<file path="config.mk">
export PLATFORM = sky130hd
export DESIGN_NAME = phpu_queue
export DESIGN_NICKNAME = d
export VERILOG_FILES = /design/src/sv/phpu_pkg.sv /design/src/sv/phpu_queue.sv
export SDC_FILE = /design/constraint.sdc
export NUM_CORES = 1
export LEC_CHECK = 0
export ABC_AREA = 1
export BUFFER_PORTS_ARGS = -buffer_cell sky130_fd_sc_hd__buf_4
export CORE_ASPECT_RATIO = 0.6
export CORE_MARGIN = 2
export CORE_UTILIZATION = 57
export DETAILED_ROUTE_END_ITERATION = 8
export PLACE_DENSITY = 0.83
export RECOVER_POWER = 50
export SYNTH_ARGS = -nofsm -noshare
export SYNTH_HDL_FRONTEND = slang
export SYNTH_SLANG_ARGS = --single-unit
</file>
<file path="constraint.sdc">
create_clock -name clock -period 2.84 [get_ports clock]
set_input_delay 0 -clock clock [delete_from_list [all_inputs] [get_ports clock]]
set_output_delay 0 -clock clock [all_outputs]
set_load 0.1 [all_outputs]
</file>
<file path="src/sv/phpu_pkg.sv">
// ----------------------------------------------------------------------------
// phpu_pkg
// Shared types and constants for the particle heading/position update block.
// ----------------------------------------------------------------------------
package phpu_pkg;

   // Configuration register indexes.
   typedef enum logic [2:0] {
      CSR_WORLD_WIDTH   = 3'd0,
      CSR_WORLD_HEIGHT  = 3'd1,
      CSR_FIXED_TURN    = 3'd2,
      CSR_NEIGHBOR_TURN = 3'd3,
      CSR_STEP_SPEED    = 3'd4,
      CSR_TURN_NOISE    = 3'd5
   } csr_index_type;

   localparam logic [31:0] WORLD_WIDTH_RST  = 32'd41943040;
   localparam logic [31:0] WORLD_HEIGHT_RST = 32'd41943040;
   localparam logic [23:0] STEP_SPEED_RST   = 24'd65536;

   typedef struct packed {
      logic [31:0]        world_width;
      logic [31:0]        world_height;
      logic signed [15:0] fixed_turn;
      logic signed [15:0] neighbor_turn;
      logic [23:0]        step_speed;
      logic signed [15:0] turn_noise;
   } cfg_type;

   // Item after heading update, waiting for the motion pipeline.
   typedef struct packed {
      logic [31:0] pos_x;
      logic [31:0] pos_y;
      logic [15:0] heading;
   } item_type;

   typedef struct packed {
      logic full;
      logic empty;
   } queue_status_type;

   // CORDIC: 15 rotations, Q24 vectors, angles in turn/65536.
   localparam int CORDIC_STEPS = 15;
   localparam logic signed [26:0] CORDIC_GAIN = 27'sd10188014;
   localparam logic signed [16:0] ATAN_TAB [0:CORDIC_STEPS-1] = '{
      17'sd8192, 17'sd4836, 17'sd2555, 17'sd1297, 17'sd651, 17'sd326,
      17'sd163, 17'sd81, 17'sd41, 17'sd20, 17'sd10, 17'sd5, 17'sd3,
      17'sd1, 17'sd1
   };

   // Width of the magnitude fed to the position remainder unit.
   localparam int MAG_W = 34;

endpackage

</file>
<file path="src/sv/phpu_queue.sv">
// ----------------------------------------------------------------------------
// phpu_queue
// Short FIFO between the heading front end and the motion back end.
// ----------------------------------------------------------------------------
module phpu_queue #(
   parameter int DEPTH = 4
) (
   input  logic                       clock,
   input  logic                       reset,
   input  logic                       push,
   input  phpu_pkg::item_type         push_item,
   input  logic                       pop,
   output phpu_pkg::item_type         pop_item,
   output phpu_pkg::queue_status_type status
);
   import phpu_pkg::*;

   localparam int PW = $clog2(DEPTH);
   localparam int CW = $clog2(DEPTH + 1);

   item_type        mem [0:DEPTH-1];
   logic [PW-1:0]   wr_ff, wr_in, rd_ff, rd_in;
   logic [CW-1:0]   cnt_ff, cnt_in;

   always_comb begin
      wr_in  = wr_ff;
      rd_in  = rd_ff;
      cnt_in = cnt_ff;
      if (push) begin
         wr_in = (wr_ff == PW'(DEPTH - 1)) ? '0 : PW'(wr_ff + 1'b1);
      end
      if (pop) begin
         rd_in = (rd_ff == PW'(DEPTH - 1)) ? '0 : PW'(rd_ff + 1'b1);
      end
      if (push && !pop) begin
         cnt_in = CW'(cnt_ff + 1'b1);
      end else if (pop && !push) begin
         cnt_in = CW'(cnt_ff - 1'b1);
      end
   end

   always_ff @(posedge clock) begin
      if (reset) begin
         wr_ff  <= '0;
         rd_ff  <= '0;
         cnt_ff <= '0;
      end else begin
         wr_ff  <= wr_in;
         rd_ff  <= rd_in;
         cnt_ff <= cnt_in;
      end
      if (push) begin
         mem[wr_ff] <= push_item;
      end
   end

   assign pop_item     = mem[rd_ff];
   assign status.full  = (cnt_ff == CW'(DEPTH));
   assign status.empty = (cnt_ff == '0);
endmodule

</file>
## Yosys cells after proc, flatten, opt, wreduce, memory -nomap -nowiden

Memories as Yosys holds them, arrays and structs flattened. A register that Yosys moved wholly into a read port is not among the register bits.
Index checks and enable logic that the tools add are counted.

- Reductions and logical operators: 6
- Equality and inequality tests: 3
- Div/mod/pow operators: 0
- Bitwise logic cells: 0
- Shift operators: 0
- $lt $le $gt $ge: 0
- Multipliers: 0
- Add/sub/neg operators: 4
- Multiplexer cells: 8

Operators by type and width:

| operator | count |
|---|---|
| 2-to-1 mux 2 bit | 4 |
| 2-to-1 mux 3 bit | 2 |
| adder 2 x 1 -> 2 bit, second input constant | 2 |
| equality test 2 bit, second input constant | 2 |
| adder 3 x 1 -> 3 bit, second input constant | 1 |
| equality test 3 bit, second input constant | 1 |
| logical NOT 3 bit | 1 |
| subtractor 3 x 1 -> 3 bit, second input constant | 1 |
| logical AND 1 bit | 2 |
| logical NOT 1 bit | 2 |
| 2-to-1 mux 1 bit | 2 |
| nonzero test 2 bit | 1 |

- ROM bits: 0
- Memories: 1
- Bits of input ports: 84
- Memory bits (writable): 320
- Register bits: 7
- Logic and storage cells: 25
- Output and inout bits: 82
- Bits in latches: 0

Memory list:

| name | depth | width | read ports | clocked after Yosys merged registers in | wr ports | line | RTL |
|---|---|---|---|---|---|---|---|
| mem | 4 | 80 | 1 | 1 | 1 | phpu_queue.sv:21 | `item_type mem [0:DEPTH-1];` |

## Logic depth before layout (Yosys ltp)

- Word-level depth: 4
- Gate-level depth with buffers: 10
- Gate-level depth less buffers: 10

## Worst setup path before layout

OpenSTA, ideal clock, no wires.

- Path kind: register -> register
- Start: register wr_ff[0]
- End: memory mem[3][0] in the netlist's numbering (enable)
- Setup time: 0.434 ns
- Clock period less this slack: 2.574 ns
- Stages on the path, launching flop included: 4
- Data arrival time: 2.140 ns
- Setup slack: 0.266 ns
- Data required time: 2.406 ns
- Path buffers: 0
- Cells stage by stage: dfxtp_1 > ha_1 > nand2_1 > inv_1

RTL lines:

| element | line | RTL |
|---|---|---|
| start: declaration | phpu_queue.sv:22 | `logic [PW-1:0] wr_ff, wr_in, rd_ff, rd_in;` |
| start signal: assignment | phpu_queue.sv:48 | `wr_ff <= wr_in;` |
| end: declaration | phpu_queue.sv:21 |  |

No word-level cell before the write port.

==> qor.txt <==
Status - complete, no violations
Avg Cell Area, Syn - 14.74 um^2
CP max stage cell - dfxtp_4
1st-pass router iterations - 5
N_diodes - 0
Avg WL per Cell - 19.78 um
Max Slew Vio Count - 0
Hold_sp - reset
Post-synth top area share - 78.25%
Final Core Density - 71.47%
Leak pwr - 5.138 nW
Vias in the first global route - 7,862
Synth cell count leaders - 320 x edfxtp_1, 168 x nor2_1, 153 x o21ai_0, 80 x o22ai_1, 38 x clkbuf_1
Crit-path leading delay family - buffers and inverters
Post-CTS Setup Inserts - 0
CP Launch Type - register
Initial DRC Count - 757
Core ar. - 0.02108 mm^2
Share of cells above drive strength 1 - 12.74%
Reg2Reg Depth - 5
Synth area leader - edfxtp_1
Cell Rows - 41
Mapped cell area - 0.01228 mm^2
Syn nets - 924
Setup ws final - 235.1 ps
Drt total wl - 27,100 um
Pre-CTS WS - 606.1 ps
Initial antenna violation count - 0
Die area - 0.02277 mm^2
FMAX - 383.9 MHz
Number of flops mapped to enable cells by yosys - 320
Worst skew pair latency - 530 ps
Max-cap viol count - 0
Primary FF master, synth - edfxtp_1
Total CTS buffers - 28
CTS Root Cell - clkbuf_16
Clk_skew - 8.776 ps
Number of H-tree levels - 1
Cell count after synthesis - 833
DR DRC count - 0
Ranking of synthesized cells by area - edfxtp_1 78%, o21ai_0 6.2%, nor2_1 5.1%
Crit path arrival time - 2600 ps
Gr ovfl total - 0
Initial core utilization - 58.25%
Pwr dens - 761.3 mW/mm^2
Crit. End Element - output port
Max VDD drop - 0.4909 mV
Most common cell in the synthesized netlist - edfxtp_1
WP data required - 2840 ps
Slew @ Worst Pin - 1314 ps
Stages on worst setup path - 5
Final Setup Violations - 0
First-pass GRT wire length - 42,840 um
Seq/Total Area, Yosys - 79.71%
RSZ-0062 raised after global routing - no
RR Endpoint - mem[1][19]
Most used cell, CP - buf_4
ANT nets after route - 0
Fin crit share - 91.72%
Ports - 166
Via count - 7,808
IO Port Bufs - 165
Largest net degree at the start of global routing - 126
Synthesis Warnings - 0
Crit Path Max Fanout - 43
Critical path, cell by cell - inv_2 -> buf_4 -> o21ai_0 -> o22ai_1 -> buf_4
Clock Pin Slew Worst Setup and Hold Paths - 60 ps
Critical path buffers and inverters - 3
Post-synthesis register bit count - 329
FFs w/ async S/R, synth - 0%
Vias per cell - 5.699
Crit path capture - pop_item[11]
Gr usage total - 23.77%
Hpwl dp - 14,660 um
Critical path class - reg -> out
Final Critical Period - 2605 ps
Hold Crit Class - in -> reg
Reg2reg start - wr_ff[1]
Die Ht - 117.7 um
Clock tree buffer depth - 3
Slowest stage delay, CP - 500 ps
Placer Congestion - 0.7869
Synth-to-layout area growth - 22.71%
CTS tree - yes
Internal reg-to-reg setup slack - 700 ps
Net count, final - 1,165
# clock sinks - 329
Die width - 193.5 um
Final TNS setup - 0 ps
Final Hold Fails - 0
Count of different cell masters after synthesis - 21
Slew headroom - 12.41%
==> placed cells by master, fill, tap and decap left out, types with 2 or more instances in the layout <==
| cell type | Yosys | layout |
|---|---|---|
| o21ai_0 | 153 | 153 |
| clkinvlp_2 | 0 | 2 |
| clkinv_2 | 0 | 7 |
| dlygate4sd3_1 | 0 | 84 |
| buf_12 | 1 | 4 |
| o22ai_1 | 80 | 80 |
| edfxtp_1 | 320 | 320 |
| dfxtp_4 | 0 | 2 |
| clkbuf_1 | 38 | 90 |
| nor3_1 | 4 | 4 |
| clkinv_1 | 0 | 5 |
| dfxtp_1 | 9 | 7 |
| clkbuf_4 | 0 | 3 |
| ha_1 | 6 | 6 |
| inv_1 | 15 | 10 |
| clkbuf_16 | 0 | 29 |
| nor2_1 | 168 | 168 |
| nand2_1 | 8 | 8 |
| buf_4 | 1 | 90 |
| o21ai_1 | 10 | 10 |
| a21oi_1 | 3 | 3 |
==> worst min-delay path by stage <==
stage                 endpoint  cells past startpoint  slack [ps]
global route          wr_ff[0]                      3         210
CTS                   wr_ff[0]                      3         190
floorplan            cnt_ff[0]                      1          70
detailed placement  mem[3][62]                      1         200
global placement    mem[2][13]                      1         200
finish                register                      3         220
==> logic make-up (layout without fill, tap and decap cells) <==
logic type	after synthesis	in the layout	synth area share, %
xor+xnor	1	1	0.07133
fa+ha+maj	7	7	0.7743
flops	329	329	79.71
buf+inv	68	326	2.965
simple gates	182	182	5.634
compound gates	246	246	10.84
==> registers in the layout (all words and copies together) (netlist names), named ones only <==
| register | cells |
|---|---|
| mem | 320 |
| wr_ff | 2 |
| rd_ff | 2 |
| cnt_ff | 3 |
==> worst min-delay path: cells and delay by family <==
family	cells	cell delay (ps)
and+or+nand+nor	1	50
buffers and inverters	2	660
==> report_power, final <==
group          switching (W)  total (W)  internal (W)
combinational        0.00192    0.00241      0.000490
sequential         0.0000817    0.00563       0.00555
clock                0.00158    0.00343       0.00185
==> layer usage <==
metal	track usage [%]	up-vias	part of all wire (%)
met5	0	-	0
met4	5.821	0	2.0
met1	33.54	3729	42
li1	-	3612	-
met2	38.77	410	48
met3	4.613	57	8.7
==> metrics by stage <==
stage | instances | hold WS, ps | area [um^2] | power, W
6_report | 1370 | 218.7 | 15070 | 0.01147
2_1_floorplan | 833 | 72.38 | 12280 | 0.007494
3_5_place_dp | 1239 | 202.6 | 13760 | 0.008091
3_3_place_gp | 1239 | 201.0 | 13760 | 0.008051
5_1_grt | 1370 | 207.0 | 15070 | 0.01182
4_1_cts | 1370 | 187.3 | 15400 | 0.01156
==> final cells by class <==
type                            count  area [um^2]
Sequential cell                   329         9797
Fill cell                        1393         6015
Multi-Input combinational cell    436         2127
Timing Repair Buffer              263         1927
Clock buffer                       37        755.7
Tap cell                          279        349.1
Inverter                           16        70.07
Clock inverter                     10        43.79
==> timing repair <==
| action | 4_1_cts | 5_1_grt |
|---|---|---|
| endpoints found under the setup margin | 0 | 8 |
| hold endpoints to repair | 329 | 0 |
| resized for setup | 0 | 1 |
| hold buffers | 84 | 0 |
Note: power is estimated with default switching activity, not from simulation.
