<file path="config.mk">
export PLATFORM = sky130hd
export DESIGN_NAME = phpu_front_flat
export DESIGN_NICKNAME = d
export VERILOG_FILES = /design/src/sv/phpu_pkg.sv /design/src/sv/phpu_if.sv /design/src/sv/phpu_front.sv /design/src/flat_wrapper.sv
export SDC_FILE = /design/constraint.sdc
export NUM_CORES = 1
export LEC_CHECK = 0
export BUFFER_PORTS_ARGS = -buffer_cell sky130_fd_sc_hd__buf_2
export CAP_MARGIN = 20
export CORE_ASPECT_RATIO = 1.25
export CORE_MARGIN = 4
export CORE_UTILIZATION = 53
export CTS_CLUSTER_DIAMETER = 150
export DETAILED_ROUTE_END_ITERATION = 7
export GPL_TIMING_DRIVEN = 0
export PLACE_DENSITY = 0.95
export SLEW_MARGIN = 10
export SYNTH_ARGS = -nofsm -noshare
export SYNTH_HDL_FRONTEND = slang
export SYNTH_SLANG_ARGS = --single-unit
</file>
<file path="constraint.sdc">
create_clock -name clock -period 17.45 [get_ports clock]
set_input_delay 1.745 -clock clock [delete_from_list [all_inputs] [get_ports clock]]
set_output_delay 1.745 -clock clock [all_outputs]
set_load 0.01 [all_outputs]
</file>
<file path="src/sv/phpu_pkg.sv">
// ----------------------------------------------------------------------------
// phpu_pkg
// Shared types and constants for the particle heading/position update block.
// ----------------------------------------------------------------------------
package phpu_pkg;

   // Configuration register indexes.
   typedef enum logic [2:0] {
      CSR_WORLD_WIDTH   = 3'd0,
      CSR_WORLD_HEIGHT  = 3'd1,
      CSR_FIXED_TURN    = 3'd2,
      CSR_NEIGHBOR_TURN = 3'd3,
      CSR_STEP_SPEED    = 3'd4,
      CSR_TURN_NOISE    = 3'd5
   } csr_index_type;

   localparam logic [31:0] WORLD_WIDTH_RST  = 32'd41943040;
   localparam logic [31:0] WORLD_HEIGHT_RST = 32'd41943040;
   localparam logic [23:0] STEP_SPEED_RST   = 24'd65536;

   typedef struct packed {
      logic [31:0]        world_width;
      logic [31:0]        world_height;
      logic signed [15:0] fixed_turn;
      logic signed [15:0] neighbor_turn;
      logic [23:0]        step_speed;
      logic signed [15:0] turn_noise;
   } cfg_type;

   // Item after heading update, waiting for the motion pipeline.
   typedef struct packed {
      logic [31:0] pos_x;
      logic [31:0] pos_y;
      logic [15:0] heading;
   } item_type;

   typedef struct packed {
      logic full;
      logic empty;
   } queue_status_type;

   // CORDIC: 15 rotations, Q24 vectors, angles in turn/65536.
   localparam int CORDIC_STEPS = 15;
   localparam logic signed [26:0] CORDIC_GAIN = 27'sd10188014;
   localparam logic signed [16:0] ATAN_TAB [0:CORDIC_STEPS-1] = '{
      17'sd8192, 17'sd4836, 17'sd2555, 17'sd1297, 17'sd651, 17'sd326,
      17'sd163, 17'sd81, 17'sd41, 17'sd20, 17'sd10, 17'sd5, 17'sd3,
      17'sd1, 17'sd1
   };

   // Width of the magnitude fed to the position remainder unit.
   localparam int MAG_W = 34;

endpackage

</file>
<file path="src/sv/phpu_if.sv">
// ----------------------------------------------------------------------------
// phpu request / response channels
// Valid/ready channels carrying one particle in and one update out.
// ----------------------------------------------------------------------------
interface phpu_req_if;
   logic        valid;
   logic        ready;
   logic [31:0] pos_x;
   logic [31:0] pos_y;
   logic [15:0] heading;
   logic [7:0]  left_count;
   logic [7:0]  right_count;
   logic [8:0]  neighbor_count;

   modport source (output valid, pos_x, pos_y, heading, left_count, right_count,
                   neighbor_count, input ready);
   modport sink   (input valid, pos_x, pos_y, heading, left_count, right_count,
                   neighbor_count, output ready);
endinterface


</file>
<file path="src/sv/phpu_front.sv">
// ----------------------------------------------------------------------------
// phpu_front
// Accepts particles, works out the new heading and registers the item.
// ----------------------------------------------------------------------------
module phpu_front (
   input  logic              clock,
   input  logic              reset,
   phpu_req_if.sink          req,
   input  phpu_pkg::cfg_type cfg,
   output phpu_pkg::item_type item_out,
   output logic              item_valid,
   input  logic              item_ready
);
   import phpu_pkg::*;

   logic               v_ff, v_in;
   item_type           it_ff, it_in;
   logic signed [25:0] side_prod;
   logic [15:0]        side;
   logic               take;

   assign req.ready = !v_ff || item_ready;
   assign take      = req.valid && req.ready;

   // Only the low 16 bits of the turn matter after the wrap.
   assign side_prod = cfg.neighbor_turn * $signed({1'b0, req.neighbor_count});

   always_comb begin
      if (req.right_count < req.left_count) begin
         side = 16'(16'd0 - side_prod[15:0]);
      end else if (req.right_count == req.left_count) begin
         side = 16'd0;
      end else begin
         side = side_prod[15:0];
      end
      it_in.pos_x   = req.pos_x;
      it_in.pos_y   = req.pos_y;
      it_in.heading = 16'(req.heading + unsigned'(cfg.fixed_turn) + side
                          + unsigned'(cfg.turn_noise));
      v_in = take || (v_ff && !item_ready);
   end

   always_ff @(posedge clock) begin
      if (reset) begin
         v_ff <= 1'b0;
      end else begin
         v_ff <= v_in;
      end
      if (take) begin
         it_ff <= it_in;
      end
   end

   assign item_out   = it_ff;
   assign item_valid = v_ff;
endmodule

</file>
<file path="src/flat_wrapper.sv">
// flat-port wrapper written by rule: the top's interface ports become plain ports
module phpu_front_flat import phpu_pkg::*;
  (clock, reset, cfg, item_out, item_valid, item_ready, req_valid, req_pos_x, req_pos_y, req_heading, req_left_count, req_right_count, req_neighbor_count, req_ready);
  phpu_req_if req_i ();
  input  logic clock;
  input  logic reset;
  input  phpu_pkg::cfg_type cfg;
  output phpu_pkg::item_type item_out;
  output logic item_valid;
  input  logic item_ready;
  input wire logic [$bits(req_i.valid)-1:0] req_valid;
  input wire logic [$bits(req_i.pos_x)-1:0] req_pos_x;
  input wire logic [$bits(req_i.pos_y)-1:0] req_pos_y;
  input wire logic [$bits(req_i.heading)-1:0] req_heading;
  input wire logic [$bits(req_i.left_count)-1:0] req_left_count;
  input wire logic [$bits(req_i.right_count)-1:0] req_right_count;
  input wire logic [$bits(req_i.neighbor_count)-1:0] req_neighbor_count;
  output wire logic [$bits(req_i.ready)-1:0] req_ready;
  assign req_i.valid = req_valid;
  assign req_i.pos_x = req_pos_x;
  assign req_i.pos_y = req_pos_y;
  assign req_i.heading = req_heading;
  assign req_i.left_count = req_left_count;
  assign req_i.right_count = req_right_count;
  assign req_i.neighbor_count = req_neighbor_count;
  assign req_ready = req_i.ready;
  phpu_front u_core (.clock(clock), .reset(reset), .req(req_i), .cfg(cfg), .item_out(item_out), .item_valid(item_valid), .item_ready(item_ready));
endmodule
</file>
[Word level (Yosys, flattened, before mapping)]
Index checks and enable logic that the tools add are counted.
Word-level totals
  flip-flop bits (word level): 81
  bits of input ports: 245
  output and inout bits: 82
Operators by class
  multiply operators: 1
  $add $sub $neg: 4
  order comparisons: 1
  muxes and demuxes: 2
  reduce and logical (&&, ||, !) cells: 6
  eq/ne operators: 1
Operator list (count)
  $add 16x16->16: 3
  $mux 16: 2
  $mul 16x10->16: 1
  $sub 1x16->16 const A: 1
  $eq 8x8->1: 1
  $lt 8x8->1: 1
  $logic_and 1x1->1: 2
  $logic_not 1->1: 2
  $logic_or 1x1->1: 2

[Logic depth before layout (Yosys ltp)]
  depth in word-level cells: 5
  depth in mapped cells: 31
  mapped depth without buffers: 30

[Worst setup path before layout]
No wires, ideal clock.
  path kind: input to register
  start point: in req_neighbor_count[1]
  end point: reg u_core.it_ff (netlist bit u_core.item_out[15]), data pin
  setup time: 259 ps
  data arrival time: 8335 ps
  setup slack: 8855 ps
  buffers on the path: 1
  stages: 28
  cell sequence: clkbuf_1 > nand2_1 > fa_1 > inv_1 > fa_1 > inv_1 > fa_1 > inv_1 > fa_1 > inv_1 > fa_1 > inv_1 > ha_1 > nor2b_1 > a221oi_1 > o311ai_1 > or3b_4 > xnor2_1 > o21ai_0 > fa_1 > ha_1 > nand3_1 > nand2_1 > a41o_1 > o41a_1 > a21o_1 > a21oi_1 > xnor2_1
RTL lines
  start: declaration: line flat_wrapper.sv:17  | input wire logic [$bits(req_i.neighbor_count)-1:0] req_neighbor_count;
  end signal: assignment: line phpu_front.sv:50  | it_ff <= it_in;
  end: declaration: line phpu_front.sv:17  | item_type it_ff, it_in;

==> results.md <==
- Status: complete, no violations
- Post-synthesis sequential area ratio: 31.48%
- Max-slew violation count: 0
- Net count after synthesis: 1108
- Asr flop ratio synth: 0%
- Htree depth: 3
- Largest family of logic cells by synthesized area: adder cells
- Remaining global-route overflow: 0
- Met3 wire length: 2487 µm
- CTS sink count: 81
- Routed vias/inst: 5.602
- Slew headroom: 61.57%
- Die Y: 142.7 µm
- CP peak stage delay: 560 ps
- Post-Synth XOR/XNOR Area: 5.902%
- Tightest Pin Transition: 574.4 ps
- Met1 WL: 8495 µm
- Critical path class: primary input to register
- Met2 routed WL: 11070 µm
- Core Footprint: 13990 µm²
- Endpoint type of the worst setup path: register
- Share of the synthesized area in the top cell type: 31.22%
- Largest net degree at the start of global routing: 51
- FF+latch count, synth: 81
- Synth Area in Simple Gates: 14.00%
- Post-DRT Antenna Nets: 0
- CP arrival: 9510 ps
- Die Footprint: 16520 µm²
- Multiplexer share of the synthesized area: 0%
- Starting density of the core: 54.99%
- Crit path time final: 9435 ps
- Post-DP HPWL: 18860 µm
- Hold Fails Final Rpt: 0
- Max Clock Skew: 9.937 ps
- Post-CTS Hold Buffers: 0
- CP startpoint kind: primary input
- CTS clk-pin slew, worst paths: 60 ps
- Syn avg cell area: 10.85 µm²
- Wire length per cell: 20.23 µm
- HP Class: register to register
- # rows: 48
- Routability cong.: 0.9378
- DP Worst Slack: 7807 ps
- Total power: 2080 µW
- Slowest cell on crit path: fa_1
- # nets final: 1354
- Synthesis-to-finish area growth: 22.31%
- Post-synthesis compound-gate area fraction: 7.675%
- Max-cap violations: 0
- Clock buffer depth: 2
- Setup-failing EPs final: 0
- Post-synth top area cell: edfxtp_1
- Root buf cell: clkbuf_16
- Synth Instances: 709
- Vias in the first global route: 6709
- Number of port buffers: 234
- Synth Area in Adders: 34.21%
- Leakage: 0.004562 µW
- CTS tree: done
- Pwr per Cell Area: 221.1 nW/µm²
- CTS buffer count: 9
- Final setup margin: 8015 ps
- Vias: 6375
- Highest clock rate: 106.0 MHz
- Unrepaired setup endpoints after global routing: no
- Post-CTS Setup Inserts: 0
- Number of synthesized flops with an enable pin: 80
- GRT Total Usage: 27.81%
- # resized after CTS: 0
- Die width: 115.8 µm
- Initial DRC count: 571
- Ys flop type: edfxtp_1
- Post-synthesis cell type count: 59
- Detailed-route DRC error count: 0
- Initial antenna violation count: 8
- Max Fanout on Critical Path: 10
- Clock Latency Late Sink: 330 ps
- First-pass GRT wire length: 34650 µm
- Num ports: 327
- Warnings from Yosys: 0
- Top post-synthesis cells by area: edfxtp_1 31%, fa_1 24%, ha_1 9.8%
- Top routing layer in use: met5
- Setup TNS: 0 ps
- Drt pass-1 iters: 5
- Peak supply drop: 0.2244 mV
- Mapped cell area: 7695 µm²
- Routed WL: 23020 µm
- Fin crit share: 54.07%
- Critical Path RT: 17530 ps
- Layout cells sized above 1: 27.71%
[per-layer routing]
layer / vias to the layer above / track usage [%]
li1: 2828 / -
met1: 3058 / 35.77
met2: 401 / 45.26
met3: 78 / 6.019
met4: 10 / 12.28
met5: - / 0
[report_power, final]
part	internal [µW]	switching (µW)	total, µW
clock network	111	74.9	186
logic	673	911	1580
registers	303	7.67	311
[cell families (layout without fill, tap and decap cells)]
| kind of cell | Yosys count | count (layout) |
|---|---|---|
| DFF | 81 | 81 |
| AOI/OAI and AO/OA | 87 | 87 |
| adders and majority gates | 154 | 154 |
| and+or+nand+nor | 200 | 200 |
| other | 0 | 3 |
| buffers and inverters | 136 | 387 |
| xor gates and xnor gates | 51 | 51 |
[layout make-up]
class | count | area, µm²
plain buffers | 15 | 63.81
fillers | 983 | 4582
well taps | 175 | 219.0
flip-flops and latches | 81 | 2422
clock inverters | 7 | 71.32
multi-input cells | 492 | 4757
diodes | 3 | 7.507
clock buffers | 9 | 225.2
inverters | 121 | 454.2
repair buffers | 235 | 1191
[synthesized netlist by cell type, drive strengths merged (11+ instances only)]
cell type,n
inv,121
fa,94
edfxtp,80
nand2,65
ha,60
and2,54
xnor2,40
a21oi,27
nor2,20
o21ai,18
clkbuf,13
nor3,11
xor2,11
[worst max-delay path: cells and delay by family]
kind,cells,cell delay [ps]
AO/OA/AOI/OAI,7,1740
XOR/XNOR,2,190
adder cells (fa/ha/maj),8,3840
buffers and inverters,8,970
AND/OR/NAND/NOR,6,1030
[placed cells by master, fill, tap and decap left out, types with 3 or more instances in the layout]
| cell | netlist | routed |
|---|---|---|
| clkinv_4 | 0 | 3 |
| clkbuf_16 | 0 | 9 |
| nand2b_1 | 8 | 8 |
| nand3_1 | 7 | 7 |
| o21a_1 | 3 | 3 |
| a21o_1 | 10 | 10 |
| o21ai_0 | 6 | 6 |
| ha_1 | 60 | 60 |
| or3_1 | 7 | 7 |
| edfxtp_1 | 80 | 80 |
| o31ai_1 | 3 | 3 |
| a21oi_1 | 27 | 27 |
| and2_1 | 54 | 53 |
| clkbuf_1 | 13 | 13 |
| nand4_1 | 5 | 5 |
| buf_2 | 0 | 234 |
| nor2b_1 | 7 | 7 |
| inv_1 | 120 | 120 |
| fa_1 | 94 | 94 |
| o21ai_1 | 11 | 11 |
| xor2_1 | 10 | 10 |
| xnor2_1 | 40 | 40 |
| nand2_1 | 65 | 65 |
| a31oi_1 | 5 | 5 |
| clkinv_2 | 0 | 3 |
| nor2_1 | 20 | 20 |
| nor3_1 | 10 | 10 |
| diode_2 | 0 | 3 |
[state kept, by name, summed over array words and instances, names as in the netlist]
register,flops
u_core.item_valid,1
u_core.item_out,80
[stage by stage]
step	cell area [µm²]	hold slack, ps	std cells	util (%)
after detailed placement	9107	576.1	1119	65.08
after global placement	9085	516.4	1118	64.92
after global routing	9409	626.9	1137	67.24
after floorplan	7695	593.0	709	-
final	9412	610.7	1138	67.26
after CTS	9404	614.6	1135	67.20
[final timing paths]
check / start / endpoint / slack [ps] / cells after the start
hold reg to reg: u_core.item_valid / u_core.item_valid / 610 / 2
setup / recovery: req_neighbor_count[1] / u_core.item_out[15] / 8020 / 31
hold / removal: u_core.item_valid / u_core.item_valid / 610 / 2
setup reg to reg: u_core.item_valid / u_core.item_out[50] / 15860 / 3
Power figures use the tool's default switching activity.
